[src/rtl/core/i2cbb_pkg.sv]
// Package for the I2C bit engine: word types, phase codes, command codes
// and the engine state record. No dependencies.
`timescale 1ns / 1ps
`default_nettype none
package i2cbb_pkg;

	localparam logic [2:0] CMD_NONE  = 3'd0;
	localparam logic [2:0] CMD_START = 3'd1;
	localparam logic [2:0] CMD_STOP  = 3'd2;
	localparam logic [2:0] CMD_WRITE = 3'd3;
	localparam logic [2:0] CMD_READ  = 3'd4;

	localparam logic [3:0] PH_IDLE = 4'd0;
	localparam logic [3:0] PH_ST1  = 4'd1;
	localparam logic [3:0] PH_ST2  = 4'd2;
	localparam logic [3:0] PH_ST3  = 4'd3;
	localparam logic [3:0] PH_SP1  = 4'd4;
	localparam logic [3:0] PH_SP2  = 4'd5;
	localparam logic [3:0] PH_SP3  = 4'd6;
	localparam logic [3:0] PH_WH   = 4'd7;
	localparam logic [3:0] PH_WL   = 4'd8;
	localparam logic [3:0] PH_WA   = 4'd9;
	localparam logic [3:0] PH_WAL  = 4'd10;
	localparam logic [3:0] PH_RS   = 4'd11;
	localparam logic [3:0] PH_RH   = 4'd12;
	localparam logic [3:0] PH_RL   = 4'd13;
	localparam logic [3:0] PH_RA   = 4'd14;
	localparam logic [3:0] PH_RAL  = 4'd15;

	localparam logic [3:0]  BITS_PER_BYTE    = 4'd8;
	localparam logic [15:0] SLOT_TICKS_RESET = 16'd10;

	typedef struct packed {
		logic [2:0] command;
		logic [7:0] tx_data;
		logic       nack_after;
		logic       sda_in;
		logic       scl_in;
	} in_word_t;

	typedef struct packed {
		logic       scl_level;
		logic       scl_drive;
		logic       sda_level;
		logic       sda_drive;
		logic       busy_res;
		logic       done_res;
		logic       ack_error;
		logic [7:0] rx_data;
	} out_word_t;

	typedef struct packed {
		logic [3:0]  phase;
		logic [3:0]  bit_count;
		logic [7:0]  shift_reg;
		logic [15:0] slot_count;
		logic        ack_flag;
		logic        nack_bit;
		logic [7:0]  rx_hold;
		logic        scl_lv;
		logic        scl_dr;
		logic        sda_lv;
		logic        sda_dr;
	} eng_state_t;

	localparam eng_state_t ENG_STATE_RESET = '{
		phase: PH_IDLE, bit_count: 4'd0, shift_reg: 8'd0, slot_count: 16'd0,
		ack_flag: 1'b0, nack_bit: 1'b0, rx_hold: 8'd0,
		scl_lv: 1'b1, scl_dr: 1'b0, sda_lv: 1'b1, sda_dr: 1'b0
	};

endpackage
`default_nettype wire

[src/rtl/core/i2cbb_engine.sv]
// Next-state logic of the I2C bit engine for one tick.
// Depends on i2cbb_pkg for the state record, phase and command codes.
`timescale 1ns / 1ps
`default_nettype none
module i2cbb_engine (
	input  wire i2cbb_pkg::eng_state_t cur,
	input  wire i2cbb_pkg::in_word_t   item,
	input  wire logic [15:0]           slot_ticks,
	output i2cbb_pkg::eng_state_t      nxt,
	output logic                       done
);

	logic [16:0] slot_inc;
	logic [15:0] slot_lim;
	logic        slot_over;
	logic [15:0] slot_after;
	logic [7:0]  wr_shift;
	logic [3:0]  bit_inc;

	// A slot length of zero behaves as one tick.
	assign slot_lim   = (slot_ticks == 16'd0) ? 16'd1 : slot_ticks;
	assign slot_inc   = {1'b0, cur.slot_count} + 17'd1;
	assign slot_over  = slot_inc >= {1'b0, slot_lim};
	assign slot_after = slot_over ? 16'd0 : slot_inc[15:0];
	assign wr_shift   = {cur.shift_reg[6:0], 1'b0};
	assign bit_inc    = cur.bit_count + 4'd1;

	always_comb begin
		nxt  = cur;
		done = 1'b0;
		unique case (cur.phase) inside
			i2cbb_pkg::PH_IDLE: begin
				nxt.slot_count = 16'd0;
				case (item.command)
					i2cbb_pkg::CMD_START: begin
						nxt.sda_dr = 1'b1;
						nxt.sda_lv = 1'b1;
						nxt.scl_dr = 1'b1;
						nxt.scl_lv = 1'b1;
						nxt.phase  = i2cbb_pkg::PH_ST1;
					end
					i2cbb_pkg::CMD_STOP: begin
						nxt.sda_dr = 1'b1;
						nxt.sda_lv = 1'b0;
						nxt.phase  = i2cbb_pkg::PH_SP1;
					end
					i2cbb_pkg::CMD_WRITE: begin
						nxt.shift_reg = item.tx_data;
						nxt.bit_count = 4'd0;
						nxt.sda_dr    = 1'b1;
						nxt.sda_lv    = item.tx_data[7];
						nxt.scl_dr    = 1'b1;
						nxt.scl_lv    = 1'b1;
						nxt.phase     = i2cbb_pkg::PH_WH;
					end
					i2cbb_pkg::CMD_READ: begin
						nxt.nack_bit  = item.nack_after;
						nxt.shift_reg = 8'd0;
						nxt.bit_count = 4'd0;
						nxt.sda_dr    = 1'b0;
						nxt.scl_dr    = 1'b0;
						nxt.scl_lv    = 1'b1;
						nxt.phase     = i2cbb_pkg::PH_RS;
					end
					default: begin
						nxt.phase = i2cbb_pkg::PH_IDLE;
					end
				endcase
			end
			i2cbb_pkg::PH_ST1: begin
				nxt.slot_count = slot_after;
				if (slot_over) begin
					nxt.sda_lv = 1'b0;
					nxt.phase  = i2cbb_pkg::PH_ST2;
				end
			end
			i2cbb_pkg::PH_ST2: begin
				nxt.slot_count = slot_after;
				if (slot_over) begin
					nxt.scl_lv = 1'b0;
					nxt.phase  = i2cbb_pkg::PH_ST3;
				end
			end
			i2cbb_pkg::PH_SP1: begin
				nxt.slot_count = slot_after;
				if (slot_over) begin
					nxt.scl_dr = 1'b1;
					nxt.scl_lv = 1'b1;
					nxt.phase  = i2cbb_pkg::PH_SP2;
				end
			end
			i2cbb_pkg::PH_SP2: begin
				nxt.slot_count = slot_after;
				if (slot_over) begin
					nxt.sda_lv = 1'b1;
					nxt.phase  = i2cbb_pkg::PH_SP3;
				end
			end
			i2cbb_pkg::PH_WH: begin
				nxt.slot_count = slot_after;
				if (slot_over) begin
					nxt.scl_lv = 1'b0;
					nxt.phase  = i2cbb_pkg::PH_WL;
				end
			end
			i2cbb_pkg::PH_WL: begin
				nxt.slot_count = slot_after;
				if (slot_over) begin
					nxt.shift_reg = wr_shift;
					nxt.bit_count = bit_inc;
					if (bit_inc < i2cbb_pkg::BITS_PER_BYTE) begin
						nxt.sda_lv = wr_shift[7];
						nxt.phase  = i2cbb_pkg::PH_WH;
					end else begin
						// Release SDA so the target can acknowledge.
						nxt.sda_dr = 1'b0;
						nxt.phase  = i2cbb_pkg::PH_WA;
					end
					nxt.scl_lv = 1'b1;
				end
			end
			i2cbb_pkg::PH_WA: begin
				nxt.slot_count = slot_after;
				if (slot_over) begin
					nxt.ack_flag = item.sda_in;
					nxt.scl_lv   = 1'b0;
					nxt.phase    = i2cbb_pkg::PH_WAL;
				end
			end
			i2cbb_pkg::PH_RS: begin
				// Wait here while the target stretches the clock.
				if (item.scl_in) begin
					nxt.scl_dr     = 1'b1;
					nxt.scl_lv     = 1'b1;
					nxt.slot_count = 16'd0;
					nxt.phase      = i2cbb_pkg::PH_RH;
				end
			end
			i2cbb_pkg::PH_RH: begin
				nxt.slot_count = slot_after;
				if (slot_over) begin
					nxt.shift_reg = {cur.shift_reg[6:0], item.sda_in};
					nxt.scl_lv    = 1'b0;
					nxt.phase     = i2cbb_pkg::PH_RL;
				end
			end
			i2cbb_pkg::PH_RL: begin
				nxt.slot_count = slot_after;
				if (slot_over) begin
					nxt.bit_count = bit_inc;
					if (bit_inc < i2cbb_pkg::BITS_PER_BYTE) begin
						nxt.scl_dr = 1'b0;
						nxt.scl_lv = 1'b1;
						nxt.phase  = i2cbb_pkg::PH_RS;
					end else begin
						nxt.rx_hold = cur.shift_reg;
						nxt.sda_dr  = 1'b1;
						nxt.sda_lv  = cur.nack_bit;
						nxt.scl_lv  = 1'b1;
						nxt.phase   = i2cbb_pkg::PH_RA;
					end
				end
			end
			i2cbb_pkg::PH_RA: begin
				nxt.slot_count = slot_after;
				if (slot_over) begin
					nxt.scl_lv = 1'b0;
					nxt.phase  = i2cbb_pkg::PH_RAL;
				end
			end
			i2cbb_pkg::PH_ST3, i2cbb_pkg::PH_SP3, i2cbb_pkg::PH_WAL,
			i2cbb_pkg::PH_RAL: begin
				nxt.slot_count = slot_after;
				if (slot_over) begin
					nxt.phase = i2cbb_pkg::PH_IDLE;
					done      = 1'b1;
				end
			end
			default: begin
				nxt = cur;
			end
		endcase
	end

endmodule
`default_nettype wire

[src/rtl/core/i2c_bitbang_master.sv]
// Top level of the I2C bit engine: input register, engine state, result register.
// Depends on i2cbb_pkg and i2cbb_engine.
`timescale 1ns / 1ps
`default_nettype none
// Each input word is one tick of the I2C bit engine and yields exactly one
// result word showing the line drives and status after that tick. A word is
// registered on entry, passed once through the engine's next-state logic and
// the result is registered on exit, so one word is taken every clock cycle
// unless out_ready holds the result register; the input register and the
// result register are the only stages, and state_q closes the engine loop.
// slot_ticks (reset 10) sets the ticks per delay slot and may be written
// only while no words are in flight; cfg_ready is always high.
module i2c_bitbang_master (
	input  wire logic                  clk,
	input  wire logic                  arst_n,
	input  wire logic                  in_valid,
	output logic                       in_ready,
	input  wire i2cbb_pkg::in_word_t   in_data,
	output logic                       out_valid,
	input  wire logic                  out_ready,
	output i2cbb_pkg::out_word_t       out_data,
	input  wire logic                  cfg_valid,
	output logic                       cfg_ready,
	input  wire logic [15:0]           cfg_data
);

	logic                  valid_s1;
	i2cbb_pkg::in_word_t   item_s1;
	i2cbb_pkg::eng_state_t state_q;
	i2cbb_pkg::eng_state_t state_nxt;
	logic                  done_nxt;
	logic [15:0]           slot_ticks_q;
	logic                  out_valid_q;
	i2cbb_pkg::out_word_t  out_q;
	logic                  advance;

	// The held word advances whenever the result register is free or being emptied.
	assign advance   = valid_s1 && (!out_valid_q || out_ready);
	assign in_ready  = !valid_s1 || advance;
	assign cfg_ready = 1'b1;
	assign out_valid = out_valid_q;
	assign out_data  = out_q;

	i2cbb_engine u_engine (
		.cur        (state_q),
		.item       (item_s1),
		.slot_ticks (slot_ticks_q),
		.nxt        (state_nxt),
		.done       (done_nxt)
	);

	always_ff @(posedge clk or negedge arst_n) begin
		if (!arst_n) begin
			slot_ticks_q <= i2cbb_pkg::SLOT_TICKS_RESET;
		end else if (cfg_valid) begin
			slot_ticks_q <= cfg_data;
		end
	end

	always_ff @(posedge clk or negedge arst_n) begin
		if (!arst_n) begin
			valid_s1 <= 1'b0;
		end else if (in_ready) begin
			valid_s1 <= in_valid;
		end
	end

	always_ff @(posedge clk) begin
		if (in_ready && in_valid) begin
			item_s1 <= in_data;
		end
	end

	always_ff @(posedge clk or negedge arst_n) begin
		if (!arst_n) begin
			state_q     <= i2cbb_pkg::ENG_STATE_RESET;
			out_valid_q <= 1'b0;
		end else begin
			if (advance) begin
				state_q <= state_nxt;
			end
			if (advance) begin
				out_valid_q <= 1'b1;
			end else if (out_ready) begin
				out_valid_q <= 1'b0;
			end
		end
	end

	always_ff @(posedge clk) begin
		if (advance) begin
			out_q.scl_level <= state_nxt.scl_lv;
			out_q.scl_drive <= state_nxt.scl_dr;
			out_q.sda_level <= state_nxt.sda_lv;
			out_q.sda_drive <= state_nxt.sda_dr;
			out_q.busy_res  <= (state_nxt.phase != i2cbb_pkg::PH_IDLE);
			out_q.done_res  <= done_nxt;
			out_q.ack_error <= state_nxt.ack_flag;
			out_q.rx_data   <= state_nxt.rx_hold;
		end
	end

endmodule
`default_nettype wire

[config.mk]
export PLATFORM = sky130hd
export DESIGN_NAME = i2c_bitbang_master
export DESIGN_NICKNAME = d
export VERILOG_FILES = /design/src/rtl/core/i2cbb_pkg.sv /design/src/rtl/core/i2cbb_engine.sv /design/src/rtl/core/i2c_bitbang_master.sv
export SDC_FILE = /design/constraint.sdc
export NUM_CORES = 1
export LEC_CHECK = 0
export BUFFER_PORTS_ARGS = -buffer_cell sky130_fd_sc_hd__clkbuf_2
export CELL_PAD_IN_SITES_DETAIL_PLACEMENT = 0
export CELL_PAD_IN_SITES_GLOBAL_PLACEMENT = 1
export CORE_ASPECT_RATIO = 1.5
export CORE_MARGIN = 2
export CORE_UTILIZATION = 48
export CTS_BUF_LIST = sky130_fd_sc_hd__clkbuf_8 sky130_fd_sc_hd__clkbuf_16
export DETAILED_ROUTE_END_ITERATION = 7
export GPL_ROUTABILITY_DRIVEN = 1
export PLACE_DENSITY_LB_ADDON = 0.1
export SLEW_MARGIN = 20
export SYNTH_ARGS = -nofsm -noshare
export SYNTH_HDL_FRONTEND = slang
export SYNTH_HIERARCHICAL = 1
export SYNTH_SLANG_ARGS = --single-unit
[constraint.sdc]
create_clock -name clk -period 5.2 [get_ports clk]
set_clock_uncertainty 0.2 [all_clocks]
set_input_delay 0 -clock clk [delete_from_list [all_inputs] [get_ports clk]]
set_output_delay 0 -clock clk [all_outputs]
set_load 0.03 [all_outputs]
# ---- Yosys cells after proc, flatten, opt, wreduce, memory -nomap -nowiden
# Index checks and enable logic that the tools add are counted.
dict set report word_totals {
  out_inout_bits 18
  elab_cells 127
  inputBits 35
  regBits 93
}
dict set report op_classes {
  n_reduce_logical 22
  addsub 2
  mux 50
  n_eq_ne 24
  n_lt_le_gt_ge 2
}
# cell n
set ops {}
lappend ops {{16-bit two-way mux} 4}
lappend ops {{4-bit one-hot mux with 13 select lines} 1}
lappend ops {{16-bit one-hot mux with 3 select lines} 1}
lappend ops {{4-bit two-way mux} 11}
lappend ops {{4-bit equality test, second input constant} 8}
lappend ops {{8-bit two-way mux} 4}
lappend ops {{12-bit one-hot mux with 2 select lines} 1}
lappend ops {{8-bit one-hot mux with 3 select lines} 1}
lappend ops {{16-bit by 1-bit adder with 17-bit output, second input constant} 1}
lappend ops {{17-bit by 16-bit greater-or-equal comparator with 1-bit output} 1}
lappend ops {{4-bit by 3-bit equality test with 1-bit output, second input constant} 4}
lappend ops {{16-bit zero test} 1}
lappend ops {{4-bit one-hot mux with 4 select lines} 1}
lappend ops {{14-bit OR reduction} 1}
lappend ops {{1-bit two-way mux} 12}
lappend ops {{12-bit two-way mux} 1}
lappend ops {{4-bit one-hot mux with 3 select lines} 1}
lappend ops {{5-bit AND reduction} 2}
lappend ops {{3-bit nonzero test} 3}
lappend ops {{4-bit by 2-bit equality test with 1-bit output, second input constant} 2}
lappend ops {{2-bit two-way mux} 4}
lappend ops {{3-bit by 2-bit equality test with 1-bit output, second input constant} 2}
lappend ops {{2-bit by 1-bit != test with 1-bit output, second input constant} 3}
lappend ops {{1-bit one-hot mux with 3 select lines} 2}
lappend ops {{24 further kinds} 28}

# ---- Logic depth before layout (Yosys ltp)
dict set report logic_depth {
  ltp_word 6
  depth_mapped 16
  ltp_nobuf 14
}

# ---- Cells and area by module
# Netlist, hierarchy kept.
# module seq_area_each_um2 cells_per_inst instances area_per_inst_um2
set modules_own_cells {}
lappend modules_own_cells {i2c_bitbang_master 2477.4 172 1 3404.5}
lappend modules_own_cells {i2cbb_engine 0.0 319 1 2037.0}

# ---- Worst setup path before layout
# OpenSTA, ideal clock, no wires.
dict set report synth_timing {
  path_kind {register -> register}
  start {register state_q[14] (netlist bit)}
  end {register out_q (netlist bit out_data[10]), data pin}
  setup_ns 0.272
  stages_incl_launch_ff 15
  n_path_buf 2
  slack_ns 1.335
  required_ns 4.728
  period_less_slack_ns 3.865
  t_arrival_ns 3.393
  cell_sequence {dfrtp_1 > ha_1 > nand3_2 > or3_1 > xnor2_1 > ha_1 > a211oi_1 > nor2_1 > a2111oi_1 > o2111ai_2 > buf_4 > buf_6 > o221ai_1 > o21ai_1 > or4_1}
}
# item line
set synth_lines {}
lappend synth_lines {{from (decl)} i2c_bitbang_master.sv:29} ;# i2cbb_pkg::eng_state_t state_q;
lappend synth_lines {{from (signal assigned)} i2c_bitbang_master.sv:76} ;# state_q <= i2cbb_pkg::ENG_STATE_RESET;
lappend synth_lines {{from (signal assigned)} i2c_bitbang_master.sv:80} ;# state_q <= state_nxt;
lappend synth_lines {{to (decl)} i2c_bitbang_master.sv:34} ;# i2cbb_pkg::out_word_t out_q;

==> flow_summary_export.csv <==
group,metric,value,unit
status,status,"completed",
logic_synthesis,syn-cell-area,5440,µm²
clock_tree,htree_num_levels,3,
setup_path,worstPathRequired,5.09,ns
sta,slew_headroom,34.2,%
setup_path,slowest_delay,0.54,ns
placement,place_inst,671,
logic_synthesis,async_flop_share,68.8,%
route,drtIter0Drc,169,
setup_path,critPathSlowestCell,"o2111ai_2",
placement,dpl_worst_slack,0.680,ns
logic_synthesis,synth_cell_types,64,
setup_path,cp_max_fo,22,
placement,dp_hpwl,8290,µm
setup_path,timing.rr.end,"out_data[10]",
clock_tree,clkLatencyLatePin,0.35,ns
global_routing,grt_overflow,0,
global_routing,antenna_found_initial,0,
clock_tree,cts_buffers,9,
placement,gp_congestion,0.906,
setup_path,worst-r2r-setup-slack,0.67,ns
global_routing,grt_pass1_vias,4074,
sta,slew_violations,0,
sta,hold_viol_final,0,
logic_synthesis,synth_seq_cells,93,
final_layout,final_cell_mix,"60 x dfrtp_1, 54 x nand2_1, 51 x clkbuf_2",
pwr,p_total,2450,µW
pwr,power.density,382,nW/µm²
clock_tree,post_cts_buffers,0,
clock_tree,root_buffer,"clkbuf_16",
logic_synthesis,synth_area_leader_cell,"dfrtp_1",
logic_synthesis,synth_ff_type,"dfrtp_1",
final_layout,nFillCells,1008,
floorplanning,die_h,134,µm
sta,period_needed,4.53,ns
sta,finalCritPeriodShare,87.1,%
sta,fmax,221,MHz
route,vias_per_cell,5.47,
sta,fin_setup_tns,0,ns
setup_path,critical_path_arrival,4.41,ns
final_layout,final_common_cell,"dfrtp_1",
clock_tree,cts_tree,"yes",
final_layout,layout-drive-gt1-share,27.5,%
floorplanning,initial_core_util,49.2,%
floorplanning,floorplan.core_area,11100,µm²
logic_synthesis,syn_nets,544,
placement,io_buffers,51,
setup_path,crit_chain,"ha_1 -> nand3_2 -> or3_1 -> xnor2_1 -> ha_1 -> a211oi_1 -> nor2_1 -> a2111oi_1 -> o2111ai_2 -> nand2_1 -> nor2_1 -> o32a_1 -> or4_1",
logic_synthesis,avgSynthCellArea,11.1,µm²
logic_synthesis,synthCells,491,
clock_tree,cts.sink_count,93,
setup_path,worstSetupPathType,"reg -> reg",
final_layout,fin_cells,721,
route,drt-wirelength-per-cell,16.6,µm
logic_synthesis,synth_top_cell_area_share,27.6,%
floorplanning,dieWidth,90.9,µm
clock_tree,clk_pin_slew_worst_paths,0.07,ns
floorplanning,rows,47,
placement,dpl_cell_area,5770,µm²
sta,tightestPinTransition,0.985,ns
final_layout,stdcell_area,6420,µm²
hold_path,hp-class,"in -> reg",
global_routing,grt_util_all_layers,20.5,%
clock_tree,cts_hold_buf,34,
final_layout,fin_nets,622,
sta,rsz0062_at_grt,"false",
setup_path,reg2regPathDepth,13,
clock_tree,clockBufferDepth,2,
route,drc_errors,0,
run,drv_cap,0,
setup_path,critPathLaunch,"state_q[14]",
floorplanning,die-area,12200,µm²
route,vias,3941,
final_layout,diodes,0,
global_routing,grt_start_max_net_pins,65,
logic_synthesis,synth_area_leaders,"dfrtp_1 28%, edfxtp_1 16%, mux2_4 10%, mux2_2 7.4%, ha_1 4.1%",
route,dr.pass1.iters,4,
global_routing,grt_pass1_wl,19900,µm
sta,setup_viol,0,
final_layout,areaGrowthSynthToFinish,17.9,%
setup_path,endpoint_kind,"register",
clock_tree,cts-resized-gates,0,
logic_synthesis,yosys_warnings,6,
sta,setup_ws,0.672,ns
pwr,power_leakage,0.00300,µW
logic_synthesis,synth-seq-area-share,45.5,%
floorplanning,io-pin-count,53,
setup_path,crit_path_start_kind,"register",
setup_path,critical_path.endpoint,"out_data[10]",
route,ant_nets,0,
setup_path,r2r-start,"state_q[14]",
route,drt_wl_total,12000,µm
pwr,ir_drop,230,µV
logic_synthesis,synth_edf_count,29,
## cell type report
type                            count  area (µm²)  area share, %
Inverter                           29         109           1.70
Multi-Input combinational cell    347        2720           42.3
Clock inverter                      7        80.1           1.25
Tap cell                          147         184           2.87
Sequential cell                    93        2480           38.6
Clock buffer                        9         225           3.51
Timing Repair Buffer               89         626           9.75
## registers in the layout, indices dropped and copies added (netlist names)
signal,flops
state_q,46
slot_ticks_q,16
item_s1,14
out_valid,1
valid_s1,1
out_data,15
## cells in the mapped netlist, types with 8 or more instances
cell / number
nand2b_1: 18
and3_1: 9
xnor2_1: 12
a21o_1: 8
o21ai_0: 17
nand3_1: 14
mux2_2: 36
mux2_4: 37
nand2_1: 55
nor2_1: 25
inv_1: 28
a21oi_1: 19
a22o_1: 9
edfxtp_1: 29
ha_1: 18
dfrtp_1: 60
## critical path: cells and delay by family (launching register included)
family	cells	cell delay, ns
fa+ha+maj	2	0.53
xor+xnor	1	0.27
compound gates	4	1.43
flops	1	0.45
simple gates	6	1.39
## logic make-up (layout without fill, tap and decap cells)
kind of cell | count (synthesis) | in the layout | synth area share (%)
buf+inv | 51 | 134 | 4.62
flops | 93 | 93 | 45.5
compound gates | 85 | 85 | 11.2
mux | 73 | 73 | 17.7
xor+xnor | 18 | 18 | 2.90
fa+ha+maj | 18 | 18 | 4.14
other cells | 1 | 1 | 0.0689
simple gates | 152 | 152 | 13.9
## through the flow
| stage | utilization [%] | hold WS [ns] |
|---|---|---|
| final | 58.0 | 0.0430 |
| after global placement | 52.2 | -0.0225 |
| after detailed placement | 52.2 | -0.0214 |
| after floorplan | - | -0.496 |
| after global routing | 58.0 | 0.0772 |
| after CTS | 58.0 | 0.0525 |
## worst min-delay path by stage
stage,from,to,cells past startpoint
global route,cfg_valid,slot_ticks_q[0],2
CTS,cfg_valid,slot_ticks_q[11],2
floorplan,arst_n,out_valid,0
global placement,in_data[0],item_s1[0],1
detailed placement,in_data[9],item_s1[9],1
finish,cfg_valid,slot_ticks_q[14],2
## per-layer routing
layer	GRT usage, %	part of all wire (%)	wire, µm	vias to the layer above
li1	-	-	-	1922
met1	23.7	42	4980	1918
met2	38.0	53	6370	87
met3	3.76	3.5	421	14
met4	6.23	1.9	227	0
met5	0	0	0	-
## where the power goes
group	leakage (µW)	switching (µW)	internal [µW]
combinational	0.00174	361	354
sequential	0.00110	179	878
clock	0.000154	299	381
No activity file was read; power rests on OpenSTA's default activity.
